**src/hw/rtl/bts_pkg.sv**
```systemverilog
// ---------------------------------------------------------------------------
// Buzzer tone sequencer package
// Shared widths, codes, the boot motif table and the tone helper functions.
// ---------------------------------------------------------------------------
package bts_pkg;

    localparam int FREQ_W   = 16;
    localparam int DUTY_W   = 7;
    localparam int TIME_W   = 32;
    localparam int VOL_W    = 7;
    localparam int LEN_W    = 8;    // note duration and in-note elapsed time
    localparam int MAG_W    = 10;   // largest sweep span of the motif
    localparam int PROD_W   = MAG_W + LEN_W;
    localparam int IDX_W    = 4;
    localparam int NOTE_CNT = 11;

    localparam logic [IDX_W-1:0]  LAST_NOTE = IDX_W'(NOTE_CNT - 1);
    localparam logic [TIME_W-1:0] BEEP_MS   = TIME_W'(80);
    localparam logic [FREQ_W-1:0] BEEP_HZ   = FREQ_W'(2200);

    // volume * 127 / 100 as a multiply by 127 * 5243 / 2^19
    localparam int DUTY_RECIP = 665861;
    localparam int DUTY_SHIFT = 19;
    localparam int DUTY_PW    = VOL_W + 20;

    localparam logic [DUTY_W-1:0] DUTY_MAX = DUTY_W'(127);
    localparam logic [VOL_W-1:0]  VOL_RST  = VOL_W'(100);

    typedef enum logic [1:0] {
        OP_TICK   = 2'd0,
        OP_BOOT   = 2'd1,
        OP_NOTIFY = 2'd2,
        OP_STOP   = 2'd3
    } t_op;

    localparam logic CFG_ENABLE = 1'b0;
    localparam logic CFG_VOLUME = 1'b1;

    typedef struct packed {
        logic [FREQ_W-1:0] lo;
        logic [FREQ_W-1:0] hi;
        logic [LEN_W-1:0]  len;
    } t_note;

    typedef struct packed {
        logic             start;
        logic [MAG_W-1:0] mag;
        logic [LEN_W-1:0] el;
        logic [LEN_W-1:0] len;
    } t_md_req;

    typedef struct packed {
        logic [FREQ_W-1:0] freq;
        logic [DUTY_W-1:0] duty;
        logic              reconf;
        logic              dutyw;
    } t_tone;

    function automatic t_note note_at(input logic [IDX_W-1:0] idx);
        t_note n;
        case (idx)
            4'd0:    n = '{16'd300,  16'd1200, 8'd160};
            4'd1:    n = '{16'd0,    16'd0,    8'd25};
            4'd2:    n = '{16'd659,  16'd659,  8'd45};
            4'd3:    n = '{16'd0,    16'd0,    8'd12};
            4'd4:    n = '{16'd831,  16'd831,  8'd45};
            4'd5:    n = '{16'd0,    16'd0,    8'd12};
            4'd6:    n = '{16'd988,  16'd988,  8'd45};
            4'd7:    n = '{16'd0,    16'd0,    8'd25};
            4'd8:    n = '{16'd2400, 16'd1600, 8'd60};
            4'd9:    n = '{16'd0,    16'd0,    8'd20};
            4'd10:   n = '{16'd1319, 16'd1319, 8'd100};
            default: n = '{16'd0,    16'd0,    8'd1};
        endcase
        return n;
    endfunction

    function automatic logic [DUTY_W-1:0] duty_of_volume(input logic [VOL_W-1:0] vol);
        logic [DUTY_PW-1:0] p;
        logic [DUTY_PW-DUTY_SHIFT-1:0] d;
        p = DUTY_PW'(vol) * DUTY_PW'(DUTY_RECIP);
        d = p[DUTY_PW-1:DUTY_SHIFT];
        return (d > (DUTY_PW-DUTY_SHIFT)'(DUTY_MAX)) ? DUTY_MAX : d[DUTY_W-1:0];
    endfunction

    // Applies one tone change against the current frequency and duty.
    function automatic t_tone set_tone(input logic [FREQ_W-1:0] f,
                                       input logic [FREQ_W-1:0] cur_f,
                                       input logic [DUTY_W-1:0] cur_d,
                                       input logic [DUTY_W-1:0] vol_duty);
        t_tone t;
        t.freq   = f;
        t.duty   = (f != '0) ? vol_duty : '0;
        t.reconf = (f != '0) && (f != cur_f);
        t.dutyw  = t.reconf || (t.duty != cur_d);
        return t;
    endfunction

endpackage

```
**src/hw/rtl/buzzer_tone_sequencer.sv**
```systemverilog
// ---------------------------------------------------------------------------
// Buzzer tone sequencer
// Plays the boot motif with linear sweeps and coalesced notification beeps,
// and reports the timer frequency, PWM duty and write strobes per event.
//
//   Channel  | Direction | Payload
//   ---------+-----------+----------------------------------------------
//   s        | in        | tuser: op; tdata: now_ms
//   m        | out       | tdata: frequency, duty, reconfigure, duty_written
//   cfg      | in        | index 0 enable, index 1 volume
//
// A play, notify or stop event, or a silenced tick, goes from its transfer
// straight to the emit state. Another tick passes the tick state and, while
// the boot motif plays, a walk step per motif note looked at; a tick inside
// a note skips the notify check and waits on the bit-serial multiply/divide.
// Reset is synchronous and active low; the block is ready right after it.
// A result waits in the output register while the next event is accepted.
// ---------------------------------------------------------------------------
module buzzer_tone_sequencer
    import bts_pkg::*;
(
    input  logic             i_clk,
    input  logic             i_rst_n,
    input  logic             i_cfg_we,
    input  logic             i_cfg_idx,
    input  logic [VOL_W-1:0] i_cfg_wdata,
    input  logic             i_s_tvalid,
    output logic             o_s_tready,
    input  logic [31:0]      i_s_tdata,   // [31:0] now_ms
    input  logic [1:0]       i_s_tuser,   // [1:0] op
    output logic             o_m_tvalid,
    input  logic             i_m_tready,
    output logic [31:0]      o_m_tdata    // [15:0] frequency, [22:16] duty,
                                          // [23] reconfigure, [24] duty_written
);

    typedef enum logic [2:0] {S_IDLE, S_TICK, S_WALK, S_CALC, S_NOTE, S_EMIT} t_fsm;
    typedef enum logic [1:0] {
        SND_NONE = 2'd0, SND_BOOT_PENDING = 2'd1, SND_BOOT = 2'd2, SND_MESSAGE = 2'd3
    } t_snd;

    t_fsm               r_fsm;
    t_snd               r_snd;
    logic               r_en;
    logic [DUTY_W-1:0]  r_vol_duty;
    logic [TIME_W-1:0]  r_start;
    logic               r_pend;
    logic [FREQ_W-1:0]  r_freq;
    logic [DUTY_W-1:0]  r_duty;
    logic               r_reconf;
    logic               r_dutyw;
    logic [TIME_W-1:0]  r_now;
    logic [TIME_W-1:0]  r_el;
    logic [IDX_W-1:0]   r_idx;
    logic [FREQ_W-1:0]  r_lo;
    logic               r_neg;
    logic               r_ovalid;
    logic [31:0]        r_odata;

    logic               w_accept;
    t_op                w_op;
    logic               w_silent;
    t_snd               w_snd_eff;
    logic [TIME_W-1:0]  w_start_eff;
    logic [TIME_W-1:0]  w_el;
    t_note              w_note;
    logic               w_hit;
    logic               w_apply;
    logic [FREQ_W-1:0]  w_f;
    t_tone              w_tone;
    logic               w_md_done;
    logic [MAG_W-1:0]   w_md_quo;
    t_md_req            w_md_req;
    logic [FREQ_W-1:0]  w_sweep;

    assign o_s_tready  = (r_fsm == S_IDLE);
    assign w_accept    = i_s_tvalid && o_s_tready;
    assign w_op        = t_op'(i_s_tuser);
    assign w_silent    = !r_en || (r_vol_duty == '0);

    assign w_snd_eff   = (r_snd == SND_BOOT_PENDING) ? SND_BOOT : r_snd;
    assign w_start_eff = (r_snd == SND_BOOT_PENDING) ? r_now : r_start;
    assign w_el        = r_now - w_start_eff;

    assign w_note = note_at(r_idx);
    assign w_hit  = (r_el[TIME_W-1:LEN_W] == '0) && (r_el[LEN_W-1:0] < w_note.len);

    assign w_md_req.start = (r_fsm == S_WALK) && w_hit;
    assign w_md_req.mag   = (w_note.hi < w_note.lo) ? MAG_W'(w_note.lo - w_note.hi)
                                                    : MAG_W'(w_note.hi - w_note.lo);
    assign w_md_req.el    = r_el[LEN_W-1:0];
    assign w_md_req.len   = w_note.len;

    // The quotient magnitude is truncated, so this is division toward zero.
    assign w_sweep = r_neg ? (r_lo - FREQ_W'(w_md_quo)) : (r_lo + FREQ_W'(w_md_quo));

    bts_muldiv u_muldiv (
        .i_clk   (i_clk),
        .i_rst_n (i_rst_n),
        .i_req   (w_md_req),
        .o_done  (w_md_done),
        .o_quo   (w_md_quo)
    );

    always_comb begin
        w_apply = 1'b0;
        w_f     = '0;
        case (r_fsm)
            S_IDLE: begin
                if (w_accept && ((w_op == OP_STOP) || ((w_op == OP_TICK) && w_silent))) begin
                    w_apply = 1'b1;
                end
            end
            S_TICK: begin
                if ((w_snd_eff == SND_MESSAGE) && (w_el >= BEEP_MS)) begin
                    w_apply = 1'b1;
                end
            end
            S_WALK: begin
                if (!w_hit && (r_idx == LAST_NOTE)) begin
                    w_apply = 1'b1;
                end
            end
            S_CALC: begin
                if (w_md_done) begin
                    w_apply = 1'b1;
                    w_f     = w_sweep;
                end
            end
            S_NOTE: begin
                if (((r_snd == SND_NONE) && r_pend) || (r_snd == SND_MESSAGE)) begin
                    w_apply = 1'b1;
                    w_f     = BEEP_HZ;
                end
            end
            default: w_apply = 1'b0;
        endcase
    end

    assign w_tone = set_tone(w_f, r_freq, r_duty, r_vol_duty);

    always_ff @(posedge i_clk) begin
        if (!i_rst_n) begin
            r_fsm      <= S_IDLE;
            r_snd      <= SND_NONE;
            r_en       <= 1'b1;
            r_vol_duty <= duty_of_volume(VOL_RST);
            r_start    <= '0;
            r_pend     <= 1'b0;
            r_freq     <= '0;
            r_duty     <= '0;
            r_reconf   <= 1'b0;
            r_dutyw    <= 1'b0;
            r_ovalid   <= 1'b0;
        end else begin
            if (i_cfg_we) begin
                case (i_cfg_idx)
                    CFG_ENABLE: r_en       <= i_cfg_wdata[0];
                    CFG_VOLUME: r_vol_duty <= duty_of_volume(i_cfg_wdata);
                    default:    r_en       <= r_en;
                endcase
            end

            if (w_apply) begin
                r_freq   <= w_tone.freq;
                r_duty   <= w_tone.duty;
                r_reconf <= r_reconf | w_tone.reconf;
                r_dutyw  <= r_dutyw | w_tone.dutyw;
            end

            if (r_ovalid && i_m_tready) begin
                r_ovalid <= 1'b0;
            end

            case (r_fsm)
                S_IDLE: begin
                    if (w_accept) begin
                        r_now    <= i_s_tdata;
                        r_reconf <= w_apply && w_tone.reconf;
                        r_dutyw  <= w_apply && w_tone.dutyw;
                        r_fsm    <= S_EMIT;
                        case (w_op)
                            OP_TICK: begin
                                if (w_silent) begin
                                    r_snd  <= SND_NONE;
                                    r_pend <= 1'b0;
                                end else begin
                                    r_fsm <= S_TICK;
                                end
                            end
                            OP_BOOT: begin
                                if (!w_silent) begin
                                    r_snd <= SND_BOOT_PENDING;
                                end
                            end
                            OP_NOTIFY: r_pend <= 1'b1;
                            OP_STOP: begin
                                r_snd  <= SND_NONE;
                                r_pend <= 1'b0;
                            end
                            default: r_fsm <= S_EMIT;
                        endcase
                    end
                end
                S_TICK: begin
                    r_start <= w_start_eff;
                    r_snd   <= w_snd_eff;
                    r_el    <= w_el;
                    r_idx   <= '0;
                    if (w_snd_eff == SND_BOOT) begin
                        r_fsm <= S_WALK;
                    end else begin
                        if ((w_snd_eff == SND_MESSAGE) && (w_el >= BEEP_MS)) begin
                            r_snd <= SND_NONE;
                        end
                        r_fsm <= S_NOTE;
                    end
                end
                S_WALK: begin
                    if (w_hit) begin
                        r_lo  <= w_note.lo;
                        r_neg <= (w_note.hi < w_note.lo);
                        r_fsm <= S_CALC;
                    end else begin
                        r_el <= r_el - TIME_W'(w_note.len);
                        if (r_idx == LAST_NOTE) begin
                            r_snd <= SND_NONE;
                            r_fsm <= S_NOTE;
                        end else begin
                            r_idx <= r_idx + 1'b1;
                        end
                    end
                end
                S_CALC: begin
                    if (w_md_done) begin
                        r_fsm <= S_EMIT;
                    end
                end
                S_NOTE: begin
                    if ((r_snd == SND_NONE) && r_pend) begin
                        r_pend  <= 1'b0;
                        r_start <= r_now;
                        r_snd   <= SND_MESSAGE;
                    end
                    r_fsm <= S_EMIT;
                end
                S_EMIT: begin
                    if (!r_ovalid || i_m_tready) begin
                        r_ovalid <= 1'b1;
                        r_odata  <= {7'd0, r_dutyw, r_reconf, r_duty, r_freq};
                        r_fsm    <= S_IDLE;
                    end
                end
                default: r_fsm <= S_IDLE;
            endcase
        end
    end

    assign o_m_tvalid = r_ovalid;
    assign o_m_tdata  = r_odata;

endmodule

```
**src/hw/rtl/bts_muldiv.sv**
```systemverilog
// ---------------------------------------------------------------------------
// Bit-serial sweep interpolator
// Computes mag * el / len with one shift-add step per cycle for the product
// and one restoring division step per cycle for the quotient.
// ---------------------------------------------------------------------------
module bts_muldiv
    import bts_pkg::*;
(
    input  logic             i_clk,
    input  logic             i_rst_n,
    input  t_md_req          i_req,
    output logic             o_done,
    output logic [MAG_W-1:0] o_quo
);

    localparam int CNT_W = $clog2(PROD_W);
    localparam logic [CNT_W-1:0] MUL_LAST = CNT_W'(LEN_W - 1);
    localparam logic [CNT_W-1:0] DIV_LAST = CNT_W'(PROD_W - 1);

    typedef enum logic [1:0] {M_IDLE, M_MUL, M_DIV} t_mstate;

    t_mstate            r_state;
    logic [CNT_W-1:0]   r_cnt;
    logic               r_done;
    logic [PROD_W-1:0]  r_mcand;
    logic [LEN_W-1:0]   r_mplier;
    logic [PROD_W-1:0]  r_acc;
    logic [LEN_W-1:0]   r_rem;
    logic [LEN_W-1:0]   r_len;

    logic [LEN_W:0]     w_trial;
    logic               w_ge;
    logic [LEN_W:0]     w_diff;

    assign w_trial = {r_rem, r_acc[PROD_W-1]};
    assign w_ge    = (w_trial >= {1'b0, r_len});
    assign w_diff  = w_trial - {1'b0, r_len};

    always_ff @(posedge i_clk) begin
        if (!i_rst_n) begin
            r_state <= M_IDLE;
            r_cnt   <= '0;
            r_done  <= 1'b0;
        end else begin
            r_done <= 1'b0;
            case (r_state)
                M_IDLE: begin
                    if (i_req.start) begin
                        r_mcand  <= PROD_W'(i_req.mag);
                        r_mplier <= i_req.el;
                        r_len    <= i_req.len;
                        r_acc    <= '0;
                        r_cnt    <= '0;
                        r_state  <= M_MUL;
                    end
                end
                M_MUL: begin
                    if (r_mplier[0]) begin
                        r_acc <= r_acc + r_mcand;
                    end
                    r_mcand  <= {r_mcand[PROD_W-2:0], 1'b0};
                    r_mplier <= {1'b0, r_mplier[LEN_W-1:1]};
                    r_cnt    <= r_cnt + 1'b1;
                    if (r_cnt == MUL_LAST) begin
                        r_cnt   <= '0;
                        r_rem   <= '0;
                        r_state <= M_DIV;
                    end
                end
                M_DIV: begin
                    // The quotient bits shift into the dividend register.
                    r_rem <= w_ge ? w_diff[LEN_W-1:0] : w_trial[LEN_W-1:0];
                    r_acc <= {r_acc[PROD_W-2:0], w_ge};
                    r_cnt <= r_cnt + 1'b1;
                    if (r_cnt == DIV_LAST) begin
                        r_done  <= 1'b1;
                        r_state <= M_IDLE;
                    end
                end
                default: r_state <= M_IDLE;
            endcase
        end
    end

    assign o_done = r_done;
    assign o_quo  = r_acc[MAG_W-1:0];

endmodule

```
**config.mk**
```make
export PLATFORM = sky130hd
export DESIGN_NAME = buzzer_tone_sequencer
export DESIGN_NICKNAME = d
export VERILOG_FILES = /design/src/hw/rtl/bts_pkg.sv /design/src/hw/rtl/buzzer_tone_sequencer.sv /design/src/hw/rtl/bts_muldiv.sv
export SDC_FILE = /design/constraint.sdc
export NUM_CORES = 1
export LEC_CHECK = 0
export ABC_CLOCK_PERIOD_IN_PS = 7010
export BUFFER_PORTS_ARGS = -buffer_cell sky130_fd_sc_hd__buf_2
export CORE_UTILIZATION = 40
export DETAILED_ROUTE_END_ITERATION = 16
export PLACE_DENSITY = 0.63
export SLEW_MARGIN = 15
export SYNTH_ARGS = -nofsm -noshare
export SYNTH_HDL_FRONTEND = slang
export SYNTH_SLANG_ARGS = --single-unit
```
**constraint.sdc**
```tcl
create_clock -name i_clk -period 7.01 [get_ports i_clk]
set_input_delay 1.402 -clock i_clk [delete_from_list [all_inputs] [get_ports i_clk]]
set_output_delay 1.402 -clock i_clk [all_outputs]
set_load 0.01 [all_outputs]
```
==> metrics.md <==
| Metric | Value |
|---|---|
| Initial antenna violation count | `1` |
| Synth Flop Type | `edfxtp_1` |
| Seq/Total Area, Yosys | `40.1%` |
| Post-CTS Setup Bufs | `0` |
| Placed instance count | `2354` |
| RSZ-0062 raised after global routing | `false` |
| P per Cell Area | `330 mW/mm^2` |
| Tmin final | `5.81 ns` |
| Min-delay src | `w_note[30]` |
| Hold Crit Class | `reg2reg` |
| Clock-pin slew on the worst setup and hold paths | `0.06 ns` |
| Port Buf Inserts | `73` |
| Post-synth EDFFs | `161` |
| DRC viols | `0` |
| CTS tree | `yes` |
| DRT iter0 DRCs | `680` |
| Pre-Repair DR Iteration Count | `5` |
| Setup TNS | `0 ns` |
| CTS Hold Bufs | `0` |
| Final Hold Violating Endpoints | `0` |
| DR vias | `13.0k` |
| Mapped Area | `0.0172 mm^2` |
| Pin count of the biggest net entering global routing | `64` |
| Vias in the first global route | `12.6k` |
| Netlist cell types | `89` |
| Final Instance Area | `0.0190 mm^2` |
| Root buffer cell | `clkbuf_16` |
| Yosys warns | `0` |
| Crit. End Element | `flop` |
| Commonest non-fill, non-tap cells in the layout | `edfxtp_1, ha_1, nor2_1, nand2_1, a21oi_1` |
| Wire length per cell | `15.8 um` |
| Status | `finished, final reports clean` |
| Initial core utilization | `40.8%` |
| Yosys top cell area share | `28.1%` |
| Slew @ Worst Pin | `0.992 ns` |
| Detailed placer's ending HPWL | `28.0 mm` |
| Avg Vias per Cell | `5.42` |
| Critical path type | `reg2reg` |
| All-Layer GR Usage | `17.3%` |
| Clk Latency, worst-skew pair | `0.57 ns` |
| Final design utilization | `45.1%` |
| Leading area contributor after synthesis | `edfxtp_1` |
| Die width | `209 um` |
| Max_slew headroom | `33.7%` |
| I/O Pins | `81` |
| Clk sinks | `264` |
| CTS resizes | `0` |
| Number of H-tree levels | `1` |
| Non-filler cells, final | `2406` |
| Core area | `0.0421 mm^2` |
| Synth Register Bits | `264` |
| FFs w/ async S/R, synth | `0%` |
| Routed wire length | `37.9 mm` |
| CP Launch Type | `flop` |
| Placer's final routability congestion estimate | `0.846` |
| Row cnt | `75` |
| Critical Path RT | `7.48 ns` |
| Post-Syn Area per Cell | `9.56 um^2` |
| Largest cells by area after synthesis | `edfxtp_1, dfxtp_1, ha_1` |
| Num CTS Buffers | `28` |
| Critical path arrival | `6.28 ns` |
| Cell count after synthesis | `1798` |
| Fin. max-slew vios | `0` |
| Placed cell area | `0.0180 mm^2` |
| MaxCap Viol Count | `0` |
| GR Overflow Total | `0` |
| Leak | `7.35 nW` |
| Setup crit start | `r_snd[1]` |
| Peak supply drop | `0.000245 V` |
| Die Footprint | `0.0438 mm^2` |
| Worst r2r src | `r_snd[1]` |
| Nets@finish | `2056` |
| First-pass GRT wire length | `63.4 mm` |
| Fin worst setup slack | `1.20 ns` |
| Commonest non-fill, non-tap cell in the layout | `edfxtp_1` |
| Chip height | `209 um` |
| DP Worst Slack | `1.23 ns` |
| Fin crit share | `82.9%` |
| Peak Freq | `172 MHz` |
| Fraction of layout cells with a size suffix above 1 | `9.38%` |
| Area growth syn-to-layout | `10.6%` |
| Final setup viols | `0` |
| Maximum root-to-sink buffer count | `3` |
| Clock skew | `0.0241 ns` |
| DRT antenna net count | `0` |
| Crit Path Max Fanout | `21` |
## metrics by stage
stage | hold WS (ns) | power [mW]
final | 0.407 | 6.27
after global routing | 0.417 | 6.73
after CTS | 0.407 | 6.32
after detailed placement | 0.391 | 4.77
after global placement | 0.392 | 4.72
after floorplan | 0.386 | 4.17
## power breakdown
group,total [mW],switching (mW),internal (mW)
logic,2.57,1.52,1.05
clock network,1.51,0.626,0.889
registers,2.18,0.188,1.99
total,6.27,2.34,3.93
## path summary, 6_finish.rpt
kind                  end  slack (ns)  cells after the start
hold reg to reg   r_lo[6]        0.41                      0
setup / recovery  r_dutyw        1.20                     17
setup reg to reg  r_dutyw        1.20                     17
hold / removal    r_lo[6]        0.41                      0
## critical path: stages, from the launching register on
cell and delay [ns]:
dfxtp_1 0.34, inv_1 0.11, ha_2 0.52, mux2i_1 0.37
ha_1 0.29, nand2b_1 0.16, nand3_1 0.11, a41oi_1 0.55
a211o_1 0.27, and3_1 0.31, xnor2_1 0.12, or3b_1 0.38
or4_1 0.50, or4_4 0.55, o31ai_2 0.23, buf_4 0.25
nand2_1 0.29, a31o_2 0.34
## synth_stat cells (all sizes together) (26+ instances only)
master	number
a21o	26
a21oi	113
clkbuf	57
dfxtp	103
edfxtp	161
ha	158
inv	97
mux2i	70
nand2	142
nand2b	34
nand3	41
nor2	150
nor2b	45
nor3	37
o21ai	107
xnor2	58
xor2	46
## cells by family after synthesis
| logic type | count (synthesis) | synth area share [%] |
|---|---|---|
| flops | 264 | 40.1 |
| compound gates | 438 | 16.8 |
| simple gates | 572 | 16.5 |
| other cells | 1 | 0.0218 |
| buf+inv | 170 | 3.97 |
| mux | 84 | 4.99 |
| xor+xnor | 104 | 5.30 |
| fa+ha+maj | 165 | 12.3 |
## sequential cells by signal (all words and copies together) (netlist names), 2 cells and up
| signal | flops |
|---|---|
| r_start | 32 |
| r_freq | 16 |
| w_note | 23 |
| r_el | 32 |
| u_muldiv.r_acc | 18 |
| u_muldiv.r_len | 7 |
| u_muldiv.r_state | 2 |
| r_vol_duty | 7 |
| u_muldiv.r_cnt | 5 |
| r_fsm | 3 |
| u_muldiv.r_mcand | 16 |
| r_idx | 4 |
| r_lo | 10 |
| r_duty | 7 |
| o_m_tdata | 25 |
| u_muldiv.r_rem | 8 |
| u_muldiv.r_mplier | 8 |
| r_snd | 2 |
| r_now | 32 |
## layout make-up
cell class / instances / area (um^2)
fillers: 4017 / 23100
multi-input cells: 1370 / 9670
well taps: 539 / 674
flip-flops and latches: 264 / 6900
inverters: 97 / 364
clock buffers: 37 / 774
clock inverters: 14 / 173
repair buffers: 84 / 448
diodes: 1 / 2.50
## per-layer routing
metal / track usage, % / part of all wire [%]
met1: 23.8 / 48
met2: 29.0 / 47
met3: 1.89 / 2.7
met4: 3.80 / 1.7
met5: 0 / 0
Note: power is estimated with default switching activity, not from simulation.
